**src/rtl/tplb_pkg.sv**
```systemverilog
`timescale 1ns / 1ps

package tplb_pkg;

    localparam int MAC_W      = 48;
    localparam int KIND_W     = 16;
    localparam int TOP_W      = 8;
    localparam int CFG_IDX_W  = 3;

    localparam logic [KIND_W-1:0] KIND_IPV4 = 16'h0800;

    // Martian destination top bytes
    localparam logic [TOP_W-1:0] MARTIAN_THIS_NET  = 8'd0;
    localparam logic [TOP_W-1:0] MARTIAN_LOOPBACK  = 8'd127;
    localparam logic [TOP_W-1:0] MARTIAN_BROADCAST = 8'd255;

    // Configuration register indexes
    localparam logic [CFG_IDX_W-1:0] REG_OWN_MAC_A     = 3'd0;
    localparam logic [CFG_IDX_W-1:0] REG_OWN_MAC_B     = 3'd1;
    localparam logic [CFG_IDX_W-1:0] REG_REWRITE_TO_A  = 3'd2;
    localparam logic [CFG_IDX_W-1:0] REG_REWRITE_TO_B  = 3'd3;
    localparam logic [CFG_IDX_W-1:0] REG_DROP_MARTIANS = 3'd4;

    localparam logic PORT_A = 1'b0;
    localparam logic PORT_B = 1'b1;

    typedef enum logic [1:0] {
        VERDICT_FORWARD  = 2'd0,
        VERDICT_OWN_PORT = 2'd1,
        VERDICT_MISMATCH = 2'd2,
        VERDICT_MARTIAN  = 2'd3
    } verdict_t;

    // Search token that steps along the table cells
    typedef struct packed {
        logic             active;
        logic             skip;
        logic [MAC_W-1:0] key;
        logic             port;
        logic             hit;
        logic             hit_port;
        logic             learned;
    } token_t;

    // Frame fields held while its search runs
    typedef struct packed {
        logic [MAC_W-1:0]  dest_mac;
        logic              port;
        logic [KIND_W-1:0] kind;
        logic [TOP_W-1:0]  top;
        logic              own;
    } ctx_t;

    typedef struct packed {
        logic [MAC_W-1:0] own_a;
        logic [MAC_W-1:0] own_b;
        logic [MAC_W-1:0] rewrite_a;
        logic [MAC_W-1:0] rewrite_b;
        logic             drop_martians;
    } cfg_t;

    typedef struct packed {
        logic             forward;
        logic             exit_port;
        logic [MAC_W-1:0] new_dest_mac;
        verdict_t         verdict;
        logic             learned_now;
        logic             table_full;
    } result_t;

endpackage

```
**src/rtl/tplb_decide.sv**
```systemverilog
`timescale 1ns / 1ps

module tplb_decide (
    input  tplb_pkg::ctx_t    ctx,
    input  tplb_pkg::cfg_t    cfg,
    input  tplb_pkg::token_t  tok,
    output tplb_pkg::result_t res
);
    import tplb_pkg::*;

    logic             martian_top;
    logic [MAC_W-1:0] rewrite_mac;

    assign martian_top = (ctx.top == MARTIAN_THIS_NET) || (ctx.top == MARTIAN_LOOPBACK)
                      || (ctx.top == MARTIAN_BROADCAST);
    assign rewrite_mac = (ctx.port == PORT_A) ? cfg.rewrite_b : cfg.rewrite_a;

    // Settle the verdict from the search outcome and the frame fields
    always_comb
    begin
        res              = '0;
        res.new_dest_mac = ctx.dest_mac;
        res.verdict      = VERDICT_FORWARD;
        if (ctx.own)
        begin
            res.verdict = VERDICT_OWN_PORT;
        end
        else
        begin
            res.learned_now = tok.learned;
            res.table_full  = !tok.hit && !tok.learned;
            if (tok.hit && (tok.hit_port != ctx.port))
            begin
                res.verdict = VERDICT_MISMATCH;
            end
            else if (cfg.drop_martians && (ctx.kind == KIND_IPV4) && martian_top)
            begin
                res.verdict = VERDICT_MARTIAN;
            end
            else
            begin
                res.forward   = 1'b1;
                res.exit_port = ~ctx.port;
                if (rewrite_mac != '0)
                begin
                    res.new_dest_mac = rewrite_mac;
                end
            end
        end
    end

endmodule

```
**config.mk**
```make
export PLATFORM = sky130hd
export DESIGN_NAME = tplb_decide
export DESIGN_NICKNAME = d
export VERILOG_FILES = /design/src/rtl/tplb_pkg.sv /design/src/rtl/tplb_decide.sv
export SDC_FILE = /design/constraint.sdc
export NUM_CORES = 1
export LEC_CHECK = 0
export BUFFER_PORTS_ARGS = -buffer_cell sky130_fd_sc_hd__buf_2
export CAP_MARGIN = 20
export CORE_AREA = 2 2 145 147
export DETAILED_ROUTE_END_ITERATION = 10
export DIE_AREA = 0 0 147 149
export PLACE_DENSITY = 0.41
export SYNTH_ARGS = -nofsm -noshare
export SYNTH_HDL_FRONTEND = slang
export SYNTH_SLANG_ARGS = --single-unit
```
**constraint.sdc**
```tcl
create_clock -name vclk -period 3.35
set_clock_uncertainty 0.05 [all_clocks]
set_input_delay 0.1675 -clock vclk [all_inputs]
set_output_delay 0.1675 -clock vclk [all_outputs]
set_load 0.03 [all_outputs]
```
==> Word level (Yosys, flattened, before mapping) <==
Index checks and enable logic that the tools add are counted.
{ "op_classes": {"n_eq_ne": 4, "muxes": 9, "n_bitwise": 1, "n_reduce_logical": 10} }
{ "op_table": {"columns": ["operator", "count"], "rows": [
  ["2-to-1 mux 50 bit", 3],
  ["2-to-1 mux 48 bit", 2],
  ["nonzero test 48 bit", 1],
  ["== test 16 x 12 -> 1 bit, second input constant", 1],
  ["== test 8 x 7 -> 1 bit, second input constant", 1],
  ["== test 8 bit, second input constant", 1],
  ["zero test 8 bit", 1],
  ["2-to-1 mux 2 bit", 4],
  ["logical AND 1 bit", 4],
  ["zero test 1 bit", 2],
  ["logical OR 1 bit", 2],
  ["!= test 1 bit", 1],
  ["inverter 1 bit", 1]
]} }
{ "totals": {"regBits": 0, "in_bits": 321, "output_inout_bits": 54, "word_cells": 24} }

==> Longest topological paths before layout <==
{ "logic_depth": {"ltp_word": 7, "depth_mapped": 8, "ltp_nobuf": 6} }

==> Least setup slack after synthesis <==
OpenSTA, ideal clock, no wires.
{ "synth_path": {"kind": "in2out", "start": "in ctx[25] (netlist name)", "end": "out res[32] (netlist name)", "t_arrival_ns": 1.977, "setup_slack_ns": 1.156, "path_stages": 8, "cell_sequence": "buf_6 -> xor2_1 -> and2_1 -> or3_4 -> or3_4 -> buf_6 -> buf_6 -> mux2_4"} }
{ "synth_lines": {"columns": ["element", "line", "rtl"], "rows": [
  ["from (decl)", "tplb_decide.sv:4", "input tplb_pkg::ctx_t ctx,"],
  ["to (decl)", "tplb_decide.sv:7", "output tplb_pkg::result_t res"]
]} }

==> qor.csv <==
stage;metric;value;unit
cells_and_area;final net count;711;
worst_hold_path;Hold Path Class;primary input to output port;
global_routing;gr ovfl total;0;
yosys;main combinational cell family by area after synthesis;multiplexers;
place;pre-CTS WS;479;ps
global_routing;initial antenna violation count;0;
clock_tree;Post-CTS Setup Bufs;0;
pwr;Clk network pwr share;0;
critical_path;critical path endpoint category;output port;
pwr;PD cells;167;mW/mm^2
route;DRC Markers;0;
timing;max frequency;0.360;GHz
yosys;Synth Area per Inst;9.59;um^2
pwr;Net Sw Frac;0.528;
global_routing;total track usage;0.0685;
timing;Slew headroom;0.672;
cells_and_area;clkbuf count;0;
yosys;Synth Area in Compound Gates;0.0141;
route;vias post-DR;2246;
flow_run;max cap viols;0;
floorplan;Die X;147;um
route;wire per inst;12.6;um
floorplan;die footprint;0.0219;mm^2
yosys;synthesized net count;488;
critical_path;CP required;3130;ps
route;iteration-0 DRC count of the detailed router;30;
yosys;Post-Synth XOR/XNOR Area;0.00547;
timing;final slew viol count;0;
floorplan;initial core utilization;0.0779;
yosys;YS warnings;0;
yosys;synthesized area;0.00160;mm^2
cells_and_area;Storage cell area;0;um^2
critical_path;crit path launch type;primary input;
route;total wire length;8360;um
yosys;Post-Synth Simple-Gate Area;0.210;
timing;count of final hold-check violations;0;
place;hpwl dp;7620;um
cells_and_area;most frequent cells in the layout;buf_2, mux2_2, nor4_1;
yosys;register area share after synthesis;0;
cells_and_area;most common library cell in the layout ignoring fill and taps;buf_2;
yosys;Synth cell types;21;
timing;total negative slack;0;ps
pwr;Seq pwr share;0;
floorplan;io pins;375;
cells_and_area;Layout Cells excl Fill;663;
cells_and_area;area grow syn2layout;91.6;%
critical_path;critical path data arrival time;2560;ps
pwr;Sw Pwr;0.270;mW
pwr;P_int;0.242;mW
yosys;Cells after Synth;167;
pwr;leakage;1.47;nW
critical_path;critical path peak fanout;22;
place;Placed Cells;663;
route;First-pass DRT Iterations;4;
timing;Final Worst Setup Slack;569;ps
timing;RSZ-0062 raised after global routing;no;
timing;Setup Viol. Count Final;0;
pwr;Comb power frac;1.000;
route;vias per cell;3.39;
status;status;complete, no violations;
yosys;post-synthesis mux area share;0.722;
pwr;maximum vdd drop;0.0632;mV
place;Port Buf Inserts;228;
place;RePlAce Congestion;0.707;
clock_tree;Resize count post-CTS;0;
cells_and_area;number of sequential cells;0;
critical_path;critical path class;primary input to output port;
route;Routed Antenna Nets;0;
floorplan;num rows;53;
yosys;Adder-Cell Fraction of Synth Area;0;
global_routing;largest net degree at the start of global routing;31;
cells_and_area;layout cells sized above 1;0.853;
floorplan;height of the die;149;um
clock_tree;cts hold-fix bufs;0;
timing;fin crit period;2780;ps
timing;Slew @ Worst Pin;487;ps
timing;Tcrit/Tclk final;0.830;
cells_and_area;ant diodes;0;
global_routing;first-pass GRT wire length;12000;um
global_routing;number of global-route vias before repair;2243;
floorplan;CORE AREA;0.0206;mm^2
[final cells by class]
| class | count | area [um^2] |
|---|---|---|
| timing repair buffer | 232 | 1200 |
| inverter | 1 | 3.75 |
| tap | 275 | 344 |
| fill | 2371 | 17500 |
| multi-input combinational | 155 | 1520 |
[worst paths after layout]
path  endpoint  depth (start not counted)    start  slack (ps)
max    res[29]                          9  ctx[15]         570
min     res[0]                          3   tok[0]         590
[cells by family after synthesis]
logic type,after synthesis
xor+xnor,1
compound gates,2
mux,96
simple gates,56
buf+inv,12
[power groups by stage]
stage / combinational (mW) / sequential (mW) / clock [mW]
floorplan: 0.316 / 0 / 0
global placement: 0.521 / 0 / 0
detailed placement: 0.519 / 0 / 0
CTS: 0.520 / 0 / 0
global route: 0.548 / 0 / 0
finish: 0.512 / 0 / 0
[cells in the mapped netlist]
cell        n  area share
mux2_2     76        0.53
nor4_1     27        0.11
mux2_4     20        0.19
nand4_1     6       0.023
nor2_1      6       0.014
clkbuf_1    5       0.012
buf_6       4       0.028
nand2_1     4      0.0094
nor3_1      3      0.0094
buf_2       2      0.0063
nand3_1     2      0.0063
nor4b_1     2       0.011
or3_4       2       0.014
a2111oi_2   1      0.0094
a21o_1      1      0.0047
and2_1      1      0.0039
and4_1      1      0.0055
inv_1       1      0.0023
nand2b_1    1      0.0039
nor2b_1     1      0.0039
xor2_1      1      0.0055
[worst max-delay path, cell delays in order]
cell and delay [ps]:
buf_2 100, nor4_1 310, nand4_1 160, a2111oi_2 450
or3_4 250, or3_4 370, buf_12 200, mux2_2 350
buf_2 190
[per-stage QoR]
stage | cell area [um^2] | power (mW) | util | hold WS, ps
global placement | 3070 | 0.521 | 0.149 | 581
detailed placement | 3070 | 0.519 | 0.149 | 590
global route | 3070 | 0.548 | 0.149 | 597
floorplan | 1600 | 0.316 | - | 395
CTS | 3070 | 0.520 | 0.149 | 592
finish | 3070 | 0.512 | 0.149 | 593
[routing by layer]
| layer | share of wire | vias up | wire length (um) | GRT usage |
|---|---|---|---|---|
| met5 | 0 | - | 0 | 0 |
| li1 | - | 1120 | - | - |
| met4 | 0 | 0 | 0 | 0 |
| met2 | 0.50 | 130 | 4210 | 0.134 |
| met3 | 0.089 | 0 | 740 | 0.0110 |
| met1 | 0.41 | 996 | 3410 | 0.0836 |
Power figures use the tool's default switching activity.
