`config.mk`:
```
export PLATFORM = sky130hd
export DESIGN_NAME = tplb_cell
export DESIGN_NICKNAME = d
export VERILOG_FILES = /design/src/rtl/tplb_pkg.sv /design/src/rtl/tplb_cell.sv
export SDC_FILE = /design/constraint.sdc
export NUM_CORES = 1
export LEC_CHECK = 0
export BUFFER_PORTS_ARGS = -buffer_cell sky130_fd_sc_hd__buf_2
export CORE_MARGIN = 1.5
export CORE_UTILIZATION = 45
export DETAILED_ROUTE_END_ITERATION = 8
export MAX_ROUTING_LAYER = met4
export PLACE_DENSITY = 0.75
export SYNTH_ARGS = -nofsm -noshare
export SYNTH_HDL_FRONTEND = slang
export SYNTH_SLANG_ARGS = --single-unit
```
`constraint.sdc`:
```
create_clock -name clk -period 4.1 [get_ports clk]
set_input_delay 0.205 -clock clk [delete_from_list [all_inputs] [get_ports clk]]
set_output_delay 0.205 -clock clk [all_outputs]
set_load 0.02 [all_outputs]
```
`src/rtl/tplb_pkg.sv`:
```
`timescale 1ns / 1ps

package tplb_pkg;

    localparam int MAC_W      = 48;
    localparam int KIND_W     = 16;
    localparam int TOP_W      = 8;
    localparam int CFG_IDX_W  = 3;

    localparam logic [KIND_W-1:0] KIND_IPV4 = 16'h0800;

    // Martian destination top bytes
    localparam logic [TOP_W-1:0] MARTIAN_THIS_NET  = 8'd0;
    localparam logic [TOP_W-1:0] MARTIAN_LOOPBACK  = 8'd127;
    localparam logic [TOP_W-1:0] MARTIAN_BROADCAST = 8'd255;

    // Configuration register indexes
    localparam logic [CFG_IDX_W-1:0] REG_OWN_MAC_A     = 3'd0;
    localparam logic [CFG_IDX_W-1:0] REG_OWN_MAC_B     = 3'd1;
    localparam logic [CFG_IDX_W-1:0] REG_REWRITE_TO_A  = 3'd2;
    localparam logic [CFG_IDX_W-1:0] REG_REWRITE_TO_B  = 3'd3;
    localparam logic [CFG_IDX_W-1:0] REG_DROP_MARTIANS = 3'd4;

    localparam logic PORT_A = 1'b0;
    localparam logic PORT_B = 1'b1;

    typedef enum logic [1:0] {
        VERDICT_FORWARD  = 2'd0,
        VERDICT_OWN_PORT = 2'd1,
        VERDICT_MISMATCH = 2'd2,
        VERDICT_MARTIAN  = 2'd3
    } verdict_t;

    // Search token that steps along the table cells
    typedef struct packed {
        logic             active;
        logic             skip;
        logic [MAC_W-1:0] key;
        logic             port;
        logic             hit;
        logic             hit_port;
        logic             learned;
    } token_t;

    // Frame fields held while its search runs
    typedef struct packed {
        logic [MAC_W-1:0]  dest_mac;
        logic              port;
        logic [KIND_W-1:0] kind;
        logic [TOP_W-1:0]  top;
        logic              own;
    } ctx_t;

    typedef struct packed {
        logic [MAC_W-1:0] own_a;
        logic [MAC_W-1:0] own_b;
        logic [MAC_W-1:0] rewrite_a;
        logic [MAC_W-1:0] rewrite_b;
        logic             drop_martians;
    } cfg_t;

    typedef struct packed {
        logic             forward;
        logic             exit_port;
        logic [MAC_W-1:0] new_dest_mac;
        verdict_t         verdict;
        logic             learned_now;
        logic             table_full;
    } result_t;

endpackage

```
`src/rtl/tplb_cell.sv`:
```
`timescale 1ns / 1ps

module tplb_cell (
    input  logic             clk,
    input  logic             rst_n,
    input  tplb_pkg::token_t tok_in,
    output tplb_pkg::token_t tok_out
);
    import tplb_pkg::*;

    logic             valid_reg;
    logic [MAC_W-1:0] mac_reg;
    logic             port_reg;
    token_t           tok_reg;
    token_t           tok_next;
    logic             write_en;

    // Compare against the held entry, or claim it when it is the first free one
    always_comb
    begin
        tok_next = tok_in;
        write_en = 1'b0;
        if (tok_in.active && !tok_in.skip && !tok_in.hit)
        begin
            if (valid_reg)
            begin
                if (mac_reg == tok_in.key)
                begin
                    tok_next.hit      = 1'b1;
                    tok_next.hit_port = port_reg;
                end
            end
            else if (!tok_in.learned)
            begin
                tok_next.learned = 1'b1;
                write_en         = 1'b1;
            end
        end
    end

    // Hold the entry valid mark; cleared only by reset
    always_ff @(posedge clk or negedge rst_n)
    begin
        if (!rst_n)
        begin
            valid_reg <= 1'b0;
        end
        else if (write_en)
        begin
            valid_reg <= 1'b1;
        end
    end

    // Learn the entry payload
    always_ff @(posedge clk)
    begin
        if (write_en)
        begin
            mac_reg  <= tok_in.key;
            port_reg <= tok_in.port;
        end
    end

    // Advance the token to the next cell
    always_ff @(posedge clk or negedge rst_n)
    begin
        if (!rst_n)
        begin
            tok_reg <= '0;
        end
        else
        begin
            tok_reg <= tok_next;
        end
    end

    assign tok_out = tok_reg;

endmodule

```
Word level (Yosys, flattened, before mapping). Cells that the tools add are included.

Bits of input ports: 56. Flip-flop bits (word level): 104.

Eq/ne operators: 1. Reductions and logical operators: 4. Mux-type cells: 7.

Operators with widths (count): $eq 48x48->1 (1); $mux 1 (4); $mux 2 (2); $mux 3 (1); $logic_and 1x1->1 (2); $logic_not 1->1 (2).

Longest topological paths before layout. Gate-level depths: netlist of run 1.

Word-level depth: 4. Depth in mapped cells: 5. Gate-level depth less buffers: 5.

Worst setup path after synthesis of run 1. No wires, ideal clock.

Path kind: input -> register. Start point: input tok_in[2] (netlist name). End point: register mac_reg[0] (enable). Data required time: 3583 ps. Setup time: 517 ps. Slack: -403 ps. Buffers on the path: 0. Arrival time: 3986 ps. Stages on the path: 2. Path through: or3b_4 > nor3_1.

Longest elaborated chain between the ends: 3.

RTL lines: from (decl) (line tplb_cell.sv:6) `input tplb_pkg::token_t tok_in,`; $logic_not 1->1 (line tplb_cell.sv:23) `if (tok_in.active && !tok_in.skip && !tok_in.hit)`; $logic_and 1x1->1 (line tplb_cell.sv:23); $mux 1 (line tplb_cell.sv:23); named net write_en (line tplb_cell.sv:16) `logic write_en;`; to (signal assigned) (line tplb_cell.sv:59) `mac_reg <= tok_in.key;`; to (decl) (line tplb_cell.sv:12) `logic [MAC_W-1:0] mac_reg;`.

The timed path passes the listed nets, and every way through them passes these cells. A chain may end at the register's enable or synchronous reset.

==> results.json, run 1 <==
{
  "coreArea_um2": 7330,
  "holdWs_ps": 21.5,
  "post-cts-setup-buffer-count": 0,
  "ys_warn_count": 0,
  "grt_pass1_vias": 2134,
  "drt_pre_antenna_iters": 4,
  "path_depth": 7,
  "initial_core_util_pct": 47.0,
  "cts_buffers": 9,
  "cts-root-buf": "clkbuf_8",
  "netlist_instances": 175,
  "ctsResizeCount": 0,
  "slowest_stage": "or4_4",
  "tightestPinTransition_ps": 675,
  "start_kind": "input pin",
  "slowest_delay_ps": 560,
  "final_antenna_net_count": 0,
  "grt.total_usage_pct": 17.5,
  "ir_drop_v": 0.000246,
  "avgSynthCellArea_um2": 19.7,
  "r2r_slack_ps": 2050,
  "dieWidth_um": 90.5,
  "cts.sinks": 104,
  "worstRegToRegCells": 5,
  "setup_tns_ps": 0,
  "cp_num_buf_inv": 2,
  "grt_max_degree": 56,
  "ys_ff_latch": 104,
  "die_area_um2": 8190,
  "critPathMaxFanout": 3,
  "cts_tree": "done",
  "static-leakage-power_uw": 0.00208,
  "clock_latency_ps": 350,
  "cp_top_family": "simple AND/OR/NAND/NOR gates",
  "antenna_found_initial": 0,
  "worst_setup_path_end_kind": "register",
  "skew_ps": 7.69,
  "dpl.hpwl_um": 4090,
  "r2r-end": "tok_out[1]$_DFF_PN0_",
  "synth_fp_nets": 231,
  "diodes": 0,
  "port_buffers": 109,
  "slew_violations": 0,
  "rr_startpoint": "mac_reg[16]$_DFFE_PP_",
  "synth-seq-area-share_pct": 82.6,
  "crit_arrival_ps": 2440,
  "synth_area_um2": 3450,
  "finalSetupViolCount": 0,
  "p_per_area_nw_per_um2": 396,
  "post-place-ws_ps": 2010,
  "num_io_pins": 110,
  "hold_class": "input pin to register",
  "slew_headroom_pct": 55.0,
  "htreeDepth": 3,
  "drv_cap": 0,
  "whs_endpoint": "tok_out[24]$_DFF_PN0_",
  "layout_setup_ws_ps": 1900,
  "final_nets": 405,
  "grt_pass1_wl_um": 10500,
  "cts_buffer_depth": 2,
  "drc_errors": 0,
  "hold_depth": 1,
  "crit_chain": "dlygate4sd3_1 -> buf_2 -> xor2_1 -> nor4_1 -> nand3_1 -> or4_4 -> mux2_4",
  "largest_reg_flops": 54,
  "syn_to_final_growth_pct": 40.5,
  "drtIter0Drc": 83,
  "drt_wl_total_um": 6500,
  "post-route-period-util_pct": 53.6,
  "fin_crit_ps": 2200,
  "vias_per_cell": 4.45,
  "clkTransAtPathRegs_ps": 90,
  "drive_gt1_share_pct": 38.1,
  "crit_type": "input pin to register",
  "rsz0062_at_grt": "no",
  "via_count": 2018,
  "cp_data_required_time_ps": 4340,
  "status": "finished, final reports clean",
  "wire_per_inst_um": 14.4,
  "synth_cell_type_count": 15,
  "worstHoldStart": "tok_in[24]",
  "row_count": 31,
  "max_freq_mhz": 455,
  "gp_congestion": 0.730,
  "grt_overflow": 0,
  "finalHoldViolCount": 0,
  "die_h_um": 90.5
}
-- kinds of logic after synthesis --
kind of cell / after synthesis / share of synthesized area (%)
AOI/OAI and AO/OA: 1 / 0.218
DFF: 104 / 82.6
xor gates and xnor gates: 48 / 12.2
muxes: 1 / 0.435
and+or+nand+nor: 21 / 4.54
-- final cells by class --
class / instances / area [µm²]
Clock buffer: 11 / 153
Clock inverter: 5 / 28.8
Fill cell: 541 / 2490
Multi-Input combinational cell: 71 / 611
Sequential cell: 104 / 2850
Tap cell: 99 / 124
Timing Repair Buffer: 163 / 1080
-- layer usage --
metal / vias to the layer above / part of all wire, % / global-route usage, %
li1: 965 / - / -
met2: 69 / 51 / 28.3
met4: 0 / 2.4 / 9.13
met3: 13 / 4.1 / 3.11
met5: - / 0 / -
met1: 971 / 42 / 21.1
-- cell usage in the layout (no fill, tap or decap) --
master	Yosys	layout
xor2_1	47	47
edfxtp_1	49	49
nand2b_1	1	1
nor4_2	3	3
nand3_1	2	2
mux2_4	1	1
buf_4	0	3
inv_6	0	1
dfrtp_1	55	55
nand4_1	2	2
o21bai_1	1	1
clkbuf_8	0	9
clkbuf_1	0	1
or2_2	1	1
or3b_4	1	1
nor4_1	9	9
clkinv_2	0	4
buf_2	0	109
nor3_4	0	1
clkbuf_16	0	1
dlygate4sd3_1	0	51
xnor2_1	1	1
or4_4	1	1
-- synthesized netlist by cell type --
cell type  count  area share (%)
dfrtp_1       55              40
xnor2_1        1            0.25
or4_4          1            0.33
o21bai_1       1            0.22
nor3_1         1            0.15
or2_2          1            0.18
mux2_4         1            0.44
or3b_4         1            0.33
edfxtp_1      49              43
xor2_1        47              12
nand2b_1       1            0.18
nand4_1        2            0.36
nor4_1         9             1.6
nor4_2         3             1.1
nand3_1        2            0.29
-- stage by stage --
step / util [%] / std cells / area [µm²] / power (µW)
after detailed placement: 56.6 / 386 / 4150 / 1330
after global routing: 66.1 / 453 / 4840 / 2000
after CTS: 66.1 / 453 / 4840 / 1940
after floorplan: - / 175 / 3450 / 1240
final: 66.1 / 453 / 4840 / 1920
after global placement: 56.6 / 386 / 4150 / 1320
-- power breakdown --
group          total, µW  leakage, µW  internal [µW]  switching, µW
combinational        196     0.000897           89.4            107
sequential          1140      0.00108           1130           13.5
clock                576    0.0000984            256            320
total               1920      0.00208           1480            440
-- worst max path at each step --
stage | from | to | slack [ps]
final | tok_in[20] | tok_out[1]$_DFF_PN0_ | 1900
after global routing | tok_in[10] | tok_out[1]$_DFF_PN0_ | 1830
after CTS | tok_in[31] | tok_out[1]$_DFF_PN0_ | 1870
after detailed placement | mac_reg[16]$_DFFE_PP_ | tok_out[1]$_DFF_PN0_ | 2010
after global placement | mac_reg[27]$_DFFE_PP_ | tok_out[1]$_DFF_PN0_ | 2040
after floorplan | tok_in[2] | mac_reg[0]$_DFFE_PP_ | 1120
-- timing repair --
action,CTS,global route
setup endpoints to repair,0,0
hold buffers,51,0
hold endpoints to repair,90,0
(Power assumes the default switching activity.)
==> run 2, diff against run 1 <==
ABC_AREA = 1   (was unset)
CORE_UTILIZATION = 46   (was 45)
clock period = 1.8 ns   (was 4.1 ns; I/O delays follow)
==> run 2 against run 1 <==
Clock-buffer cell count shrank 2. Worst hold slack gained 260 ps. Non-clock buffer count grew 4. Sequential power grew 130%. Clock skew grew 5.2 ps. Final cell count grew 42%. Combinational power grew to 2.6 times the previous value. Global-route usage grew 1.4 points. Sequential share of layout area shrank 5.1 points. Via count grew 40%. Critical path type unchanged. Critical endpoint is now mac_reg[20]$_DFFE_PP_. Largest cell class unchanged. Highest routed layer unchanged.
==> results.json, run 2 <==
{
  "post-cts-setup-buffer-count": 0,
  "drive_gt1_share_pct": 25.3,
  "gp_congestion": 0.764,
  "slew_headroom_pct": 59.4,
  "seq_power_share_pct": 60.3,
  "netlist_instances": 355,
  "synth-xor-area-share_pct": 1.13,
  "finalSetupViolCount": 0,
  "placed_cells": 572,
  "port_buffers": 109,
  "row_count": 33,
  "diodes": 0,
  "avgSynthCellArea_um2": 10.9,
  "finalHoldViolCount": 0,
  "r2r_slack_ps": 430,
  "drv_cap": 0,
  "internal_power_uw": 3290,
  "ys_ff_latch": 104,
  "placed_area_um2": 4580,
  "grt_max_degree": 33,
  "ys_top_cells_by_area": "edfxtp_1 38%, dfrtp_1 36%, nand2_1 12%, inv_1 6.7%, nor2_1 3.3%",
  "crit_type": "input pin to register",
  "worst_setup_path_end_kind": "register",
  "ys_async_sr_fraction_pct": 52.9,
  "design_area_um2": 5300,
  "power_switching_uw": 1040,
  "final_common_cell": "nand2_1",
  "p_clk_share_pct": 28.2,
  "crit_arrival_ps": 1570,
  "synthMuxAreaShare_pct": 0,
  "final_cells": 643,
  "synth_top_area_share_pct": 38.1,
  "layout_common_cells": "122 x nand2_1, 109 x buf_2, 69 x inv_1",
  "synth_fp_nets": 411,
  "r2r-end": "mac_reg[20]$_DFFE_PP_",
  "post-route-period-util_pct": 86.6,
  "drt_wl_total_um": 7600,
  "max_freq_mhz": 642,
  "grt_overflow": 0,
  "cts-root-buf": "clkbuf_8",
  "switching_share_pct": 24.1,
  "grt.total_usage_pct": 18.9,
  "vias_per_cell": 4.38,
  "drt_pre_antenna_iters": 4,
  "cp-startpoint": "tok_in[2]",
  "die_h_um": 94.6,
  "clock_latency_ps": 350,
  "htreeDepth": 3,
  "dieWidth_um": 94.6,
  "cts_buffer_depth": 2,
  "slowest_delay_ps": 530,
  "cts_tree": "done",
  "worstSetupEndpoint": "mac_reg[20]$_DFFE_PP_",
  "num_io_pins": 110,
  "synth-seq-area-share_pct": 73.8,
  "syn_to_final_growth_pct": 37.2,
  "start_kind": "input pin",
  "power_frac_comb_pct": 11.6,
  "yosys.area_share.simple_pct": 16.8,
  "skew_ps": 12.8,
  "synth_area_um2": 3860,
  "synthAdderAreaFrac_pct": 0,
  "yosysTopAreaCell": "edfxtp_1",
  "fin_crit_ps": 1560,
  "clkTransAtPathRegs_ps": 90,
  "tightestPinTransition_ps": 609,
  "crit_chain": "dlygate4sd3_1 -> buf_2 -> nor3b_2 -> inv_1 -> nor3_4 -> buf_4",
  "slew_violations": 0,
  "synth_cell_type_count": 17,
  "p_per_area_nw_per_um2": 817,
  "static-leakage-power_uw": 0.00266,
  "synth_common_cells": "122 x nand2_1, 69 x inv_1, 55 x dfrtp_1, 49 x edfxtp_1, 34 x nor2_1",
  "drc_errors": 0,
  "worstRegToRegCells": 2,
  "grt_pass1_vias": 2778,
  "largest_reg_flops": 54,
  "coreArea_um2": 8180,
  "final_antenna_net_count": 0,
  "ctsResizeCount": 0,
  "wire_per_inst_um": 11.8,
  "rsz0062_at_grt": "no",
  "cts.sinks": 104,
  "synth-main-ff-cell": "dfrtp_1",
  "cp_data_required_time_ps": 1810,
  "synth-edff-count": 49,
  "slowest_stage": "dlygate4sd3_1",
  "drtIter0Drc": 155,
  "ys_warn_count": 0,
  "rr_startpoint": "valid_reg$_DFFE_PN0P_",
  "grt_pass1_wl_um": 12300,
  "antenna_found_initial": 0,
  "cts_buffers": 9,
  "initial_core_util_pct": 47.2,
  "final_nets": 589,
  "ir_drop_v": 0.000504,
  "via_count": 2819,
  "critPathMaxFanout": 31,
  "status": "finished, final reports clean",
  "synth_compound_gate_area_share_pct": 1.23,
  "cts_hold_buf": 55,
  "dpl.hpwl_um": 5170,
  "synth_most_common_cell": "nand2_1",
  "hold_class": "input pin to async pin",
  "die_area_um2": 8950,
  "synth_top_family_by_area": "simple AND/OR/NAND/NOR gates"
}
-- run 2: changes by cell type in the layout (fill, tap and decap cells not counted), sizes merged, moves of 2 or more --
cell and delta:
clkinv +2, clkbuf -2, nand2 +122, dlygate4sd3 +4, xor2 -47, o21ai +2
nand4 -2, nor4 -12, xnor2 +4, nor2 +37, inv +72, o22ai +4
-- run 2: kinds of logic after synthesis --
group / Yosys count
AO/OA/AOI/OAI: 8
XOR/XNOR: 5
buffers and inverters: 73
flip-flops: 104
AND/OR/NAND/NOR: 165
-- run 2: area by class of cell --
class,instances,area (µm²)
fill,628,2880
sequential,104,2850
clock buffer,9,124
clock inverter,7,38.8
timing repair buffer,167,1130
tap,105,131
multi-input combinational,178,751
inverter,73,274
-- run 2: power by group through the flow --
stage	sequential [µW]	clock [µW]	combinational (µW)
after detailed placement	2660	0	413
after CTS	2610	1260	506
after global routing	2620	1360	558
final	2610	1220	501
after global placement	2650	0	401
after floorplan	2740	0	107
-- run 2: how the worst min path moves through the flow --
stage | end | cells after the start
final | tok_out[28]$_DFF_PN0_ | 2
after global routing | tok_out[28]$_DFF_PN0_ | 2
after CTS | tok_out[28]$_DFF_PN0_ | 2
after detailed placement | tok_out[28]$_DFF_PN0_ | 1
after global placement | tok_out[28]$_DFF_PN0_ | 1
after floorplan | tok_out[0]$_DFF_PN0_ | 0
-- run 2: stage by stage --
| step | total power [µW] | hold WS, ps | TNS (ps) | util [%] | worst slack [ps] |
|---|---|---|---|---|---|
| finish | 4330 | 283 | 0 | 64.8 | 242 |
| floorplan | 2850 | -206 | -13230 | - | -266 |
| CTS | 4380 | 288 | 0 | 64.8 | 238 |
| detailed placement | 3070 | 135 | 0 | 56.1 | 410 |
| global placement | 3060 | 114 | 0 | 56.1 | 424 |
| global route | 4530 | 332 | 0 | 64.8 | 126 |
-- run 2: routing by layer --
layer	global-route usage (%)	share of wire (%)	up-vias
li1	-	-	1425
met1	23.3	44	1290
met2	30.8	50	88
met3	2.82	4.2	16
met4	8.96	2.5	0
met5	-	0	-
-- run 2: worst max-delay path, delay by kind of cell --
kind / cells / cell delay (ps)
buf+inv: 4 / 1140
simple gates: 2 / 320
